## src/rxr_pkg.sv

```systemverilog
// Shared types and constants for the serial receive ring.
// No dependencies; imported by every module of the block.
`timescale 1ns / 1ps

package rxr_pkg;

   localparam int BYTE_W      = 8;
   localparam int OP_W        = 2;
   localparam int CSR_IDX_W   = 2;
   localparam int REQ_TDATA_W = 8;
   localparam int RSP_TDATA_W = 16;

   localparam logic [OP_W-1:0] OP_ARRIVE = 2'd0;
   localparam logic [OP_W-1:0] OP_POP    = 2'd1;
   localparam logic [OP_W-1:0] OP_CLEAR  = 2'd2;

   localparam logic [CSR_IDX_W-1:0] CSR_TERMINAL = 2'd0;
   localparam logic [CSR_IDX_W-1:0] CSR_PAUSE    = 2'd1;
   localparam logic [CSR_IDX_W-1:0] CSR_RESUME   = 2'd2;
   localparam logic [CSR_IDX_W-1:0] CSR_ABORT    = 2'd3;

   localparam logic [BYTE_W-1:0] TERMINAL_RST = 8'd10;
   localparam logic [BYTE_W-1:0] PAUSE_RST    = 8'd19;
   localparam logic [BYTE_W-1:0] RESUME_RST   = 8'd17;
   localparam logic [BYTE_W-1:0] ABORT_RST    = 8'd24;

   typedef struct packed {
      logic capture;
      logic execute;
   } ctrl_cmd_type;

   typedef struct packed {
      logic rsp_valid;
   } ctrl_status_type;

endpackage

```

## src/rxr_ctrl.sv

```systemverilog
// Controller for the serial receive ring: accepts one request, then runs it
// once the response register is free. Depends on rxr_pkg.
`timescale 1ns / 1ps

module rxr_ctrl (
   input  logic                     clock,
   input  logic                     reset,
   input  logic                     req_tvalid,
   output logic                     req_tready,
   input  logic                     rsp_tready,
   input  rxr_pkg::ctrl_status_type status,
   output rxr_pkg::ctrl_cmd_type    cmd
);
   import rxr_pkg::*;

   localparam logic ST_IDLE = 1'b0;
   localparam logic ST_EXEC = 1'b1;

   logic state_ff;
   logic state_in;
   logic run;

   assign req_tready  = (state_ff == ST_IDLE);
   assign run         = (state_ff == ST_EXEC) && (!status.rsp_valid || rsp_tready);
   assign cmd.capture = req_tvalid && req_tready;
   assign cmd.execute = run;

   always_comb begin
      state_in = state_ff;
      case (state_ff)
         ST_IDLE: begin
            if (cmd.capture) state_in = ST_EXEC;
         end
         ST_EXEC: begin
            if (run) state_in = ST_IDLE;
         end
         default: state_in = ST_IDLE;
      endcase
   end

   always_ff @(posedge clock) begin
      if (reset) begin
         state_ff <= ST_IDLE;
      end else begin
         state_ff <= state_in;
      end
   end

endmodule

```

## src/rxr_datapath.sv

```systemverilog
// Datapath for the serial receive ring: byte store, pointers, flags,
// control-character registers and the response register. Depends on rxr_pkg.
`timescale 1ns / 1ps

module rxr_datapath #(
   parameter int RING_DEPTH = 64
) (
   input  logic                                clock,
   input  logic                                reset,
   input  rxr_pkg::ctrl_cmd_type               cmd,
   output rxr_pkg::ctrl_status_type            status,
   input  logic [rxr_pkg::OP_W-1:0]            req_tuser,
   input  logic [rxr_pkg::REQ_TDATA_W-1:0]     req_tdata,
   output logic                                rsp_tvalid,
   input  logic                                rsp_tready,
   output logic [rxr_pkg::RSP_TDATA_W-1:0]     rsp_tdata,
   output logic                                rsp_tlast,
   input  logic                                csr_wen,
   input  logic [rxr_pkg::CSR_IDX_W-1:0]       csr_index,
   input  logic [rxr_pkg::BYTE_W-1:0]          csr_data
);
   import rxr_pkg::*;

   localparam int PTR_W = (RING_DEPTH > 1) ? $clog2(RING_DEPTH) : 1;

   function automatic logic [PTR_W-1:0] ring_next(input logic [PTR_W-1:0] p);
      return (p == PTR_W'(RING_DEPTH - 1)) ? '0 : PTR_W'(p + 1'b1);
   endfunction

   logic [BYTE_W-1:0] mem [RING_DEPTH];
   logic [BYTE_W-1:0] rd_data_ff;

   logic [BYTE_W-1:0] term_ff, pause_ch_ff, resume_ch_ff, abort_ch_ff;

   logic [OP_W-1:0]   op_ff;
   logic [BYTE_W-1:0] byte_ff;

   logic [PTR_W-1:0] wr_ptr_ff, wr_ptr_in;
   logic [PTR_W-1:0] rd_ptr_ff, rd_ptr_in;
   logic             pause_ff, pause_in;
   logic             abort_ff, abort_in;

   logic             rsp_valid_ff, rsp_valid_in;
   logic             rv, eom, drop, store;
   logic [BYTE_W-1:0] rb;
   logic [PTR_W-1:0] nx_wr;

   logic             o_rv_ff, o_eom_ff, o_ne_ff, o_pause_ff, o_abort_ff, o_drop_ff;
   logic [BYTE_W-1:0] o_rb_ff;

   assign nx_wr = ring_next(wr_ptr_ff);

   always_comb begin
      wr_ptr_in = wr_ptr_ff;
      rd_ptr_in = rd_ptr_ff;
      pause_in  = pause_ff;
      abort_in  = abort_ff;
      rv        = 1'b0;
      rb        = '0;
      eom       = 1'b0;
      drop      = 1'b0;
      store     = 1'b0;
      case (op_ff)
         OP_ARRIVE: begin
            if (nx_wr == rd_ptr_ff) begin
               drop = 1'b1;
            end else if (byte_ff == pause_ch_ff) begin
               pause_in = 1'b1;
            end else if (byte_ff == resume_ch_ff) begin
               pause_in = 1'b0;
            end else if (byte_ff == abort_ch_ff) begin
               abort_in = 1'b1;
            end else begin
               store     = 1'b1;
               wr_ptr_in = nx_wr;
            end
         end
         OP_POP: begin
            if (rd_ptr_ff != wr_ptr_ff) begin
               rv        = 1'b1;
               rb        = rd_data_ff;
               eom       = (rd_data_ff == term_ff) || (rd_data_ff == '0);
               rd_ptr_in = ring_next(rd_ptr_ff);
            end
         end
         OP_CLEAR: begin
            abort_in = 1'b0;
         end
         default: ;
      endcase
   end

   always_comb begin
      rsp_valid_in = rsp_valid_ff;
      if (cmd.execute) rsp_valid_in = 1'b1;
      else if (rsp_tready) rsp_valid_in = 1'b0;
   end

   // store write and registered read
   always_ff @(posedge clock) begin
      if (cmd.execute && store) mem[wr_ptr_ff] <= byte_ff;
      rd_data_ff <= mem[rd_ptr_ff];
   end

   always_ff @(posedge clock) begin
      if (cmd.capture) begin
         op_ff   <= req_tuser;
         byte_ff <= req_tdata;
      end
      if (cmd.execute) begin
         o_rv_ff    <= rv;
         o_rb_ff    <= rb;
         o_eom_ff   <= eom;
         o_ne_ff    <= (rd_ptr_in != wr_ptr_in);
         o_pause_ff <= pause_in;
         o_abort_ff <= abort_in;
         o_drop_ff  <= drop;
      end
   end

   always_ff @(posedge clock) begin
      if (reset) begin
         wr_ptr_ff    <= '0;
         rd_ptr_ff    <= '0;
         pause_ff     <= 1'b0;
         abort_ff     <= 1'b0;
         rsp_valid_ff <= 1'b0;
         term_ff      <= TERMINAL_RST;
         pause_ch_ff  <= PAUSE_RST;
         resume_ch_ff <= RESUME_RST;
         abort_ch_ff  <= ABORT_RST;
      end else begin
         rsp_valid_ff <= rsp_valid_in;
         if (cmd.execute) begin
            wr_ptr_ff <= wr_ptr_in;
            rd_ptr_ff <= rd_ptr_in;
            pause_ff  <= pause_in;
            abort_ff  <= abort_in;
         end
         if (csr_wen) begin
            case (csr_index)
               CSR_TERMINAL: term_ff      <= csr_data;
               CSR_PAUSE:    pause_ch_ff  <= csr_data;
               CSR_RESUME:   resume_ch_ff <= csr_data;
               CSR_ABORT:    abort_ch_ff  <= csr_data;
               default: ;
            endcase
         end
      end
   end

   assign status.rsp_valid = rsp_valid_ff;
   assign rsp_tvalid       = rsp_valid_ff;
   assign rsp_tlast        = o_eom_ff;
   assign rsp_tdata        = {3'b000, o_drop_ff, o_abort_ff, o_pause_ff, o_ne_ff,
                              o_rb_ff, o_rv_ff};

endmodule

```

## src/serial_receive_ring_with_control_chars_top.sv

```systemverilog
// Top level of the serial receive ring with in-band control characters.
// Depends on rxr_pkg, rxr_ctrl and rxr_datapath.
//
// Usage:
//  - req_* carries one transaction per operation: op (arrive, pop, clear
//    abort) on req_tuser and the line byte on req_tdata. An arriving byte
//    is dropped if the ring is full; otherwise pause/resume/abort
//    characters update flags and other bytes are stored.
//  - rsp_* returns exactly one transaction per request: pop result, end of
//    message on rsp_tlast, and the ring and flag status after the operation.
//  - csr_* writes the terminal, pause, resume and abort characters by index;
//    write only while no request is outstanding. csr_ready is always high.
//  - Response: an accepted request executes once the response register is
//    free, and its result is registered there, raising rsp_tvalid.
//  - A new request is accepted only after the previous one has executed
//    (accept, then execute against the store's registered read port).
//  - A waiting response does not block acceptance of the next request; that
//    request executes once the response register is taken.
//  - The ring holds RING_DEPTH-1 bytes.
//  - Reset empties the ring, clears both flags and the response register,
//    and restores the default control characters. No clearing pass is needed.
`timescale 1ns / 1ps

module serial_receive_ring_with_control_chars_top #(
   parameter int RING_DEPTH = 64
) (
   input  logic                                clock,
   input  logic                                reset,
   input  logic                                req_tvalid,
   output logic                                req_tready,
   // [1:0] op
   input  logic [rxr_pkg::OP_W-1:0]            req_tuser,
   // [7:0] line_byte
   input  logic [rxr_pkg::REQ_TDATA_W-1:0]     req_tdata,
   output logic                                rsp_tvalid,
   input  logic                                rsp_tready,
   // [0] read_valid, [8:1] read_byte, [9] not_empty, [10] paused,
   // [11] abort_pending, [12] dropped, [15:13] zero
   output logic [rxr_pkg::RSP_TDATA_W-1:0]     rsp_tdata,
   output logic                                rsp_tlast,
   input  logic                                csr_valid,
   output logic                                csr_ready,
   input  logic [rxr_pkg::CSR_IDX_W-1:0]       csr_index,
   input  logic [rxr_pkg::BYTE_W-1:0]          csr_data
);
   import rxr_pkg::*;

   ctrl_cmd_type    cmd;
   ctrl_status_type status;

   assign csr_ready = 1'b1;

   rxr_ctrl u_ctrl (
      .clock      (clock),
      .reset      (reset),
      .req_tvalid (req_tvalid),
      .req_tready (req_tready),
      .rsp_tready (rsp_tready),
      .status     (status),
      .cmd        (cmd)
   );

   rxr_datapath #(
      .RING_DEPTH (RING_DEPTH)
   ) u_datapath (
      .clock      (clock),
      .reset      (reset),
      .cmd        (cmd),
      .status     (status),
      .req_tuser  (req_tuser),
      .req_tdata  (req_tdata),
      .rsp_tvalid (rsp_tvalid),
      .rsp_tready (rsp_tready),
      .rsp_tdata  (rsp_tdata),
      .rsp_tlast  (rsp_tlast),
      .csr_wen    (csr_valid && csr_ready),
      .csr_index  (csr_index),
      .csr_data   (csr_data)
   );

   a_one_in_flight: assert property (@(posedge clock) disable iff (reset)
      (req_tvalid && req_tready) |=> !req_tready)
      else $error("request accepted while another is in flight");

   a_no_pop_and_drop: assert property (@(posedge clock) disable iff (reset)
      rsp_tvalid |-> !(rsp_tdata[0] && rsp_tdata[12]))
      else $error("response reports both a popped byte and a drop");

   a_empty_pop_zero: assert property (@(posedge clock) disable iff (reset)
      (rsp_tvalid && !rsp_tdata[0]) |-> (rsp_tdata[8:1] == '0 && !rsp_tlast))
      else $error("read byte or end of message set without a popped byte");

   a_reset_clears_rsp: assert property (@(posedge clock)
      ($past(reset) && !reset) |-> !rsp_tvalid)
      else $error("response valid right after reset");

endmodule

```

## config.mk

```make
export PLATFORM = sky130hd
export DESIGN_NAME = serial_receive_ring_with_control_chars_top
export DESIGN_NICKNAME = d
export VERILOG_FILES = /design/src/rxr_pkg.sv /design/src/rxr_ctrl.sv /design/src/rxr_datapath.sv /design/src/serial_receive_ring_with_control_chars_top.sv
export SDC_FILE = /design/constraint.sdc
export NUM_CORES = 1
export LEC_CHECK = 0
export ABC_AREA = 1
export ABC_CLOCK_PERIOD_IN_PS = 3200
export BUFFER_PORTS_ARGS = -buffer_cell sky130_fd_sc_hd__buf_4
export CAP_MARGIN = 0
export CORE_MARGIN = 5
export CORE_UTILIZATION = 56
export CTS_CLUSTER_DIAMETER = 50
export DETAILED_ROUTE_END_ITERATION = 7
export MAX_ROUTING_LAYER = met4
export PLACE_DENSITY = 0.84
export SETUP_SLACK_MARGIN = 0.05
export SLEW_MARGIN = 20
export SYNTH_ARGS = -nofsm -noshare
export SYNTH_HDL_FRONTEND = slang
export SYNTH_SLANG_ARGS = --single-unit
```

## constraint.sdc

```tcl
create_clock -name clock -period 3.2 [get_ports clock]
set_clock_uncertainty 0.2 [all_clocks]
set_input_delay 0 -clock clock [delete_from_list [all_inputs] [get_ports clock]]
set_output_delay 0 -clock clock [all_outputs]
set_load 0.005 [all_outputs]
```

==> results.toml, run 1 <==
[cells_and_area]
antennaDiodeCount = 0
final_nets = 2227
multi_input_area_mm2 = 0.006519
seq_area_mm2 = 0.01723
layout_commonest_cell = "edfxtp_1"
areaGrowthSynthToFinish_pct = 16.75
nFillCells = 2913
layout-drive-gt1-share = 0.1410
final_cell_mix = "536 x edfxtp_1, 396 x nor2_1, 359 x o21ai_0"

[floorplanning]
die_width_um = 218.6
die_area_mm2 = 0.04777
rows = 76
initial_core_util = 0.5655
die_height_um = 218.6
pin_count = 45
placeableCoreArea_mm2 = 0.04308

[run_status]
status = "finished, final reports clean"

[clock_tree]
cts_made_buffers = 57
clk_pin_slew_ns = 0.06
cts_tree = "yes"
htree_levels = 2
insertion_delay_ns = 0.62
cts_root_buf = "clkbuf_16"
cts_sinks = 592
cts_max_path_buffers = 3

[placement]
io_buffers = 40
place.gp.congestion = 0.9519
hpwl_um = 36440

[grt]
grt_pass1_vias = 17012
antenna_found_initial = 0
grt_max_degree = 165
grt-ovfl-total = 0
track_usage = 0.2738
grt_pass1_wl_um = 97930

[timing]
drv_slew = 0
min_period_ns = 3.013
fin_hold_ws_ns = 0.03208
relSlewSlack = 0.2855
period_share = 0.9415
rsz0062_at_grt = "yes"
fin_tns_setup_ns = 0
fmax_mhz = 331.9
timing.final.setup_violations = 0
finalHoldViolations = 0
worstMarginPinSlew_ns = 1.071

[critical_path]
cp_data_arrival_time_ns = 3.08
worstSetupPathType = "reg2reg"
cp_slowest_cell = "nor2_2"
cp.required_ns = 3.27
r2r_cells = 15
cp.depth = 15
worstPathCellList = "ha_1 -> nand3_1 -> nor2_2 -> nor2_1 -> nand2_1 -> nand2_1 -> nand2_1 -> nor2_4 -> nand2_8 -> nand2_8 -> inv_6 -> nand2_8 -> inv_12 -> nand4_4 -> nor2_2"
critPathBufInv = 2
crit_fanout = 10
crit_family = "simple AND/OR/NAND/NOR gates"
end_kind = "register"
slowest_delay_ns = 0.48
cp-start-kind = "register"

[pwr]
finalPower_mw = 17.55
cellPowerDensity_mw_per_mm2 = 617.1
static-leakage-power_nw = 9.742
ir_drop_v = 0.0004140

[detailed_routing]
vias = 17576
route.detailed.drc = 0
vias_per_cell = 6.204
drtIter0Drc = 2822
dr.pass1.iters = 6
routed_wl_um = 63940
wl_per_cell_um = 22.57
ant_nets = 0

[synth]
syn_area_mm2 = 0.02436
synthCells = 2084
synth-main-ff-cell = "edfxtp_1"
ys_warn_count = 0
synth_edf_count = 536
yosys_register_bits = 592
async_flop_share = 0
synth_cell_type_count = 43
syn_area_per_cell_um2 = 11.69
seq_area_frac_synth = 0.7068

[job]
maxCapViolCount = 0

[min_path]
hp-class = "in2reg"
whs_path_depth = 3
-- cell usage after synthesis (all sizes together) (2+ instances only) --
library cell | number | share of area
edfxtp | 536 | 0.66
nor2 | 448 | 0.070
o21ai | 362 | 0.074
nand2 | 188 | 0.032
o22ai | 126 | 0.032
clkbuf | 110 | 0.017
inv | 62 | 0.010
dfxtp | 56 | 0.046
nand3 | 38 | 0.0080
a21oi | 30 | 0.0063
buf | 23 | 0.0056
o211ai | 19 | 0.0059
o221ai | 19 | 0.0068
xnor2 | 17 | 0.0061
nand4 | 13 | 0.0077
nor3 | 7 | 0.0014
xor2 | 7 | 0.0025
clkinv | 4 | 0.00062
o21bai | 4 | 0.0012
conb | 2 | 0.00031
ha | 2 | 0.0010
nand3b | 2 | 0.00062
nor4 | 2 | 0.00051
-- area by class of cell --
cell class / count / share of cell area
inverters: 67 / 0.01025
well taps: 585 / 0.02574
repair buffers: 188 / 0.05789
flip-flops and latches: 592 / 0.6057
clock buffers: 76 / 0.05622
clock inverters: 31 / 0.01505
multi-input cells: 1294 / 0.2292
-- metrics by stage --
| stage | cells | area [um^2] | utilization | setup WS, ns |
|---|---|---|---|---|
| 2_1_floorplan | 2086 | 24530 | - | -0.06968 |
| 3_3_place_gp | 2667 | 25760 | 0.5980 | 0.1733 |
| 3_5_place_dp | 2667 | 25760 | 0.5980 | 0.1696 |
| 4_1_cts | 2828 | 28330 | 0.6576 | 0.1723 |
| 5_1_grt | 2833 | 28440 | 0.6602 | -0.04159 |
| 6_report | 2833 | 28440 | 0.6602 | 0.1872 |
-- registers in the layout, indices dropped and copies added, names as in the netlist, 2 cells and up --
signal                   cells
u_datapath.rd_data_ff        8
u_datapath.byte_ff           8
u_datapath.wr_ptr_ff         6
u_datapath.mem             512
u_datapath.pause_ch_ff       8
u_datapath.op_ff             2
u_datapath.o_rb_ff           8
u_datapath.rd_ptr_ff         6
u_datapath.abort_ch_ff       8
u_datapath.resume_ch_ff      8
u_datapath.term_ff           8
-- power breakdown --
| group | internal (mW) | total [mW] | switching [mW] |
|---|---|---|---|
| clock | 4.26 | 7.14 | 2.88 |
| combinational | 0.531 | 1.77 | 1.24 |
| sequential | 8.53 | 8.64 | 0.109 |
-- repair_timing --
action,in CTS,in global routing
setup endpoints to repair,0,169
setup buffers,0,5
resized for setup,0,9
hold buffers,54,0
endpoints found under the hold margin,62,0
-- per-layer routing --
layer  up-vias  track usage  wire length, um
li1       7740            -                -
met1      8471       0.3562            23980
met2      1173       0.4384            30760
met3       192      0.04267             6351
met4         0       0.1109             2846
met5         -            -                0
-- worst paths after layout --
check	slack, ns	endpoint	start
worst max-delay path	0.19	u_datapath.mem[22][3]$_DFFE_PP_	u_datapath.wr_ptr_ff[0]$_SDFFE_PP0P_
worst min-delay path	0.03	u_datapath.rsp_tvalid$_SDFFE_PP0P_	reset
worst max register to register	0.19	u_datapath.mem[22][3]$_DFFE_PP_	u_datapath.wr_ptr_ff[0]$_SDFFE_PP0P_
worst min register to register	0.28	u_datapath.pause_ff$_SDFFE_PP0P_	u_datapath.pause_ff$_SDFFE_PP0P_
-- worst reg2reg max path: stages, from the launching register on --
cell     delay [ns]
dfxtp_1        0.34
ha_1           0.24
nand3_1        0.13
nor2_2         0.18
nor2_1         0.07
nand2_1        0.06
nand2_1        0.06
nand2_1        0.10
nor2_4         0.06
nand2_8        0.10
nand2_8        0.08
inv_6          0.08
nand2_8        0.06
inv_12         0.11
nand4_4        0.34
nor2_2         0.48
-- cell families after synthesis --
group,synth area share
simple gates,0.1212
flops,0.7068
compound gates,0.1279
buf+inv,0.03416
xor+xnor,0.008629
fa+ha+maj,0.001027
other cells,0.0003083
(Power assumes the default switching activity.)
==> inputs of run 2 (changes only) <==
Settings changed: PLACE_DENSITY 0.84 to 0.86.
==> run 2 against run 1 <==
Global-route usage fell by 0.20 points. Total power fell by 2.6%. Cell area fell by 0.94%. Count of clock-buffer cells in the layout fell by 6. Sequential share of layout area rose by 0.58 points.
==> results.toml, run 2 (synthesis gave the netlist of run 1 again) <==
[pwr]
static-leakage-power_nw = 9.593
ir_drop_v = 0.0004152
finalPower_mw = 17.09
cellPowerDensity_mw_per_mm2 = 606.5

[timing]
relSlewSlack = 0.2796
drv_slew = 0
fmax_mhz = 321.9
rsz0062_at_grt = "yes"
finalHoldViolations = 0
min_period_ns = 3.107
worstMarginPinSlew_ns = 1.079
fin_hold_ws_ns = 0.02778
timing.final.setup_violations = 0
period_share = 0.9709

[cells_and_area]
final_cells = 2819
multi_input_area_mm2 = 0.006546
nFillCells = 2812
fin_area_mm2 = 0.02817
layout_commonest_cell = "edfxtp_1"
top_register = "u_datapath.mem"
largest_reg_flops = 512
seq_area_mm2 = 0.01723
areaGrowthSynthToFinish_pct = 15.66
final_nets = 2212
layout-drive-gt1-share = 0.1290
final_cell_mix = "536 x edfxtp_1, 397 x nor2_1, 359 x o21ai_0"

[floorplanning]
pin_count = 45
placeableCoreArea_mm2 = 0.04308
die_height_um = 218.6
rows = 76
die_area_mm2 = 0.04777
die_width_um = 218.6
initial_core_util = 0.5655

[min_path]
whs_path_depth = 4
min_from = "csr_data[1]"
holdPathEnd = "u_datapath.abort_ch_ff[1]$_SDFFE_PP0P_"
hp-class = "in2reg"

[clock_tree]
htree_levels = 2
cts_made_buffers = 57
cts_sinks = 592
cts_max_path_buffers = 3
cts_tree = "yes"
clk_pin_slew_ns = 0.06
cts_root_buf = "clkbuf_16"
insertion_delay_ns = 0.61

[job]
maxCapViolCount = 0

[critical_path]
cp_data_arrival_time_ns = 3.16
rr_startpoint = "u_datapath.wr_ptr_ff[0]$_SDFFE_PP0P_"
cp-startpoint = "u_datapath.wr_ptr_ff[0]$_SDFFE_PP0P_"
rrSetupSlack_ns = 0.09
cp-start-kind = "register"
cp.required_ns = 3.25
r2r_cells = 15
cp_slowest_cell = "nor2_2"
slowest_delay_ns = 0.49
crit_fanout = 10
r2r_end = "u_datapath.mem[57][5]$_DFFE_PP_"
worstSetupPathType = "reg2reg"
end_kind = "register"
worstPathCellList = "ha_1 -> nand3_1 -> nor2_2 -> nor2_1 -> nand2_1 -> nand2_1 -> nand2_1 -> nor2_4 -> nand2_8 -> nand2_8 -> inv_6 -> nand2_8 -> inv_12 -> nand4_4 -> nor2_2"

[detailed_routing]
vias = 17578
route.detailed.drc = 0
vias_per_cell = 6.236
drtIter0Drc = 2727
ant_nets = 0
dr.pass1.iters = 8
wl_per_cell_um = 22.91
routed_wl_um = 64580

[placement]
place.gp.congestion = 0.9761
dpl.cell_count = 2654
io_buffers = 40
hpwl_um = 36070
placed_area_mm2 = 0.02566

[grt]
antenna_found_initial = 1
track_usage = 0.2718
grt_pass1_wl_um = 97640
grt_max_degree = 197
grt-ovfl-total = 0
grt_pass1_vias = 16971

[run_status]
status = "finished, final reports clean"
-- run 2: worst max-delay path: cells and delay by family (launching register included) --
| family | cells | cell delay, ns |
|---|---|---|
| buffers and inverters | 2 | 0.20 |
| adder cells (fa/ha/maj) | 1 | 0.24 |
| AND/OR/NAND/NOR | 12 | 1.78 |
| flip-flops | 1 | 0.34 |
-- run 2: per-layer routing --
| layer | global-route usage | share of wire | up-vias |
|---|---|---|---|
| li1 | - | - | 7714 |
| met1 | 0.3472 | 0.36 | 8310 |
| met2 | 0.4321 | 0.47 | 1307 |
| met3 | 0.04156 | 0.11 | 247 |
| met4 | 0.1315 | 0.056 | 0 |
| met5 | - | 0 | - |
-- run 2: metrics by stage --
stage            util  setup slack (ns)  TNS [ns]
2_1_floorplan       -          -0.06968    -15.09
3_3_place_gp   0.5957            0.2020         0
3_5_place_dp   0.5957            0.1083         0
4_1_cts        0.6501           0.09703         0
5_1_grt        0.6540          -0.08522    -3.695
6_report       0.6540           0.09327         0
-- run 2: worst max path at each step --
| stage | to | slack [ns] |
|---|---|---|
| detailed placement | u_datapath.mem[19][0]$_DFFE_PP_ | 0.11 |
| floorplan | u_datapath.mem[16][0]$_DFFE_PP_ | -0.07 |
| global route | u_datapath.mem[49][0]$_DFFE_PP_ | -0.09 |
| global placement | u_datapath.mem[43][1]$_DFFE_PP_ | 0.20 |
| CTS | u_datapath.mem[19][0]$_DFFE_PP_ | 0.1 |
| finish | u_datapath.mem[57][5]$_DFFE_PP_ | 0.09 |
-- run 2: area by class of cell --
cell class,instances,share of cell area
flip-flops and latches,592,0.6114
well taps,585,0.02598
repair buffers,173,0.05463
diodes,2,0.0001776
inverters,67,0.01030
multi-input cells,1294,0.2324
clock inverters,36,0.01279
clock buffers,70,0.05236
-- run 2: what timing repair did --
action,4_1_cts,5_1_grt
setup endpoints to repair,0,182
endpoints found under the hold margin,62,0
hold buffers,51,0
setup buffers,0,6
gates resized for setup,0,14
-- run 2: power breakdown --
group,switching [mW],internal [mW]
registers,0.106,8.53
clock network,2.85,3.84
logic,1.24,0.520
total,4.19,12.9
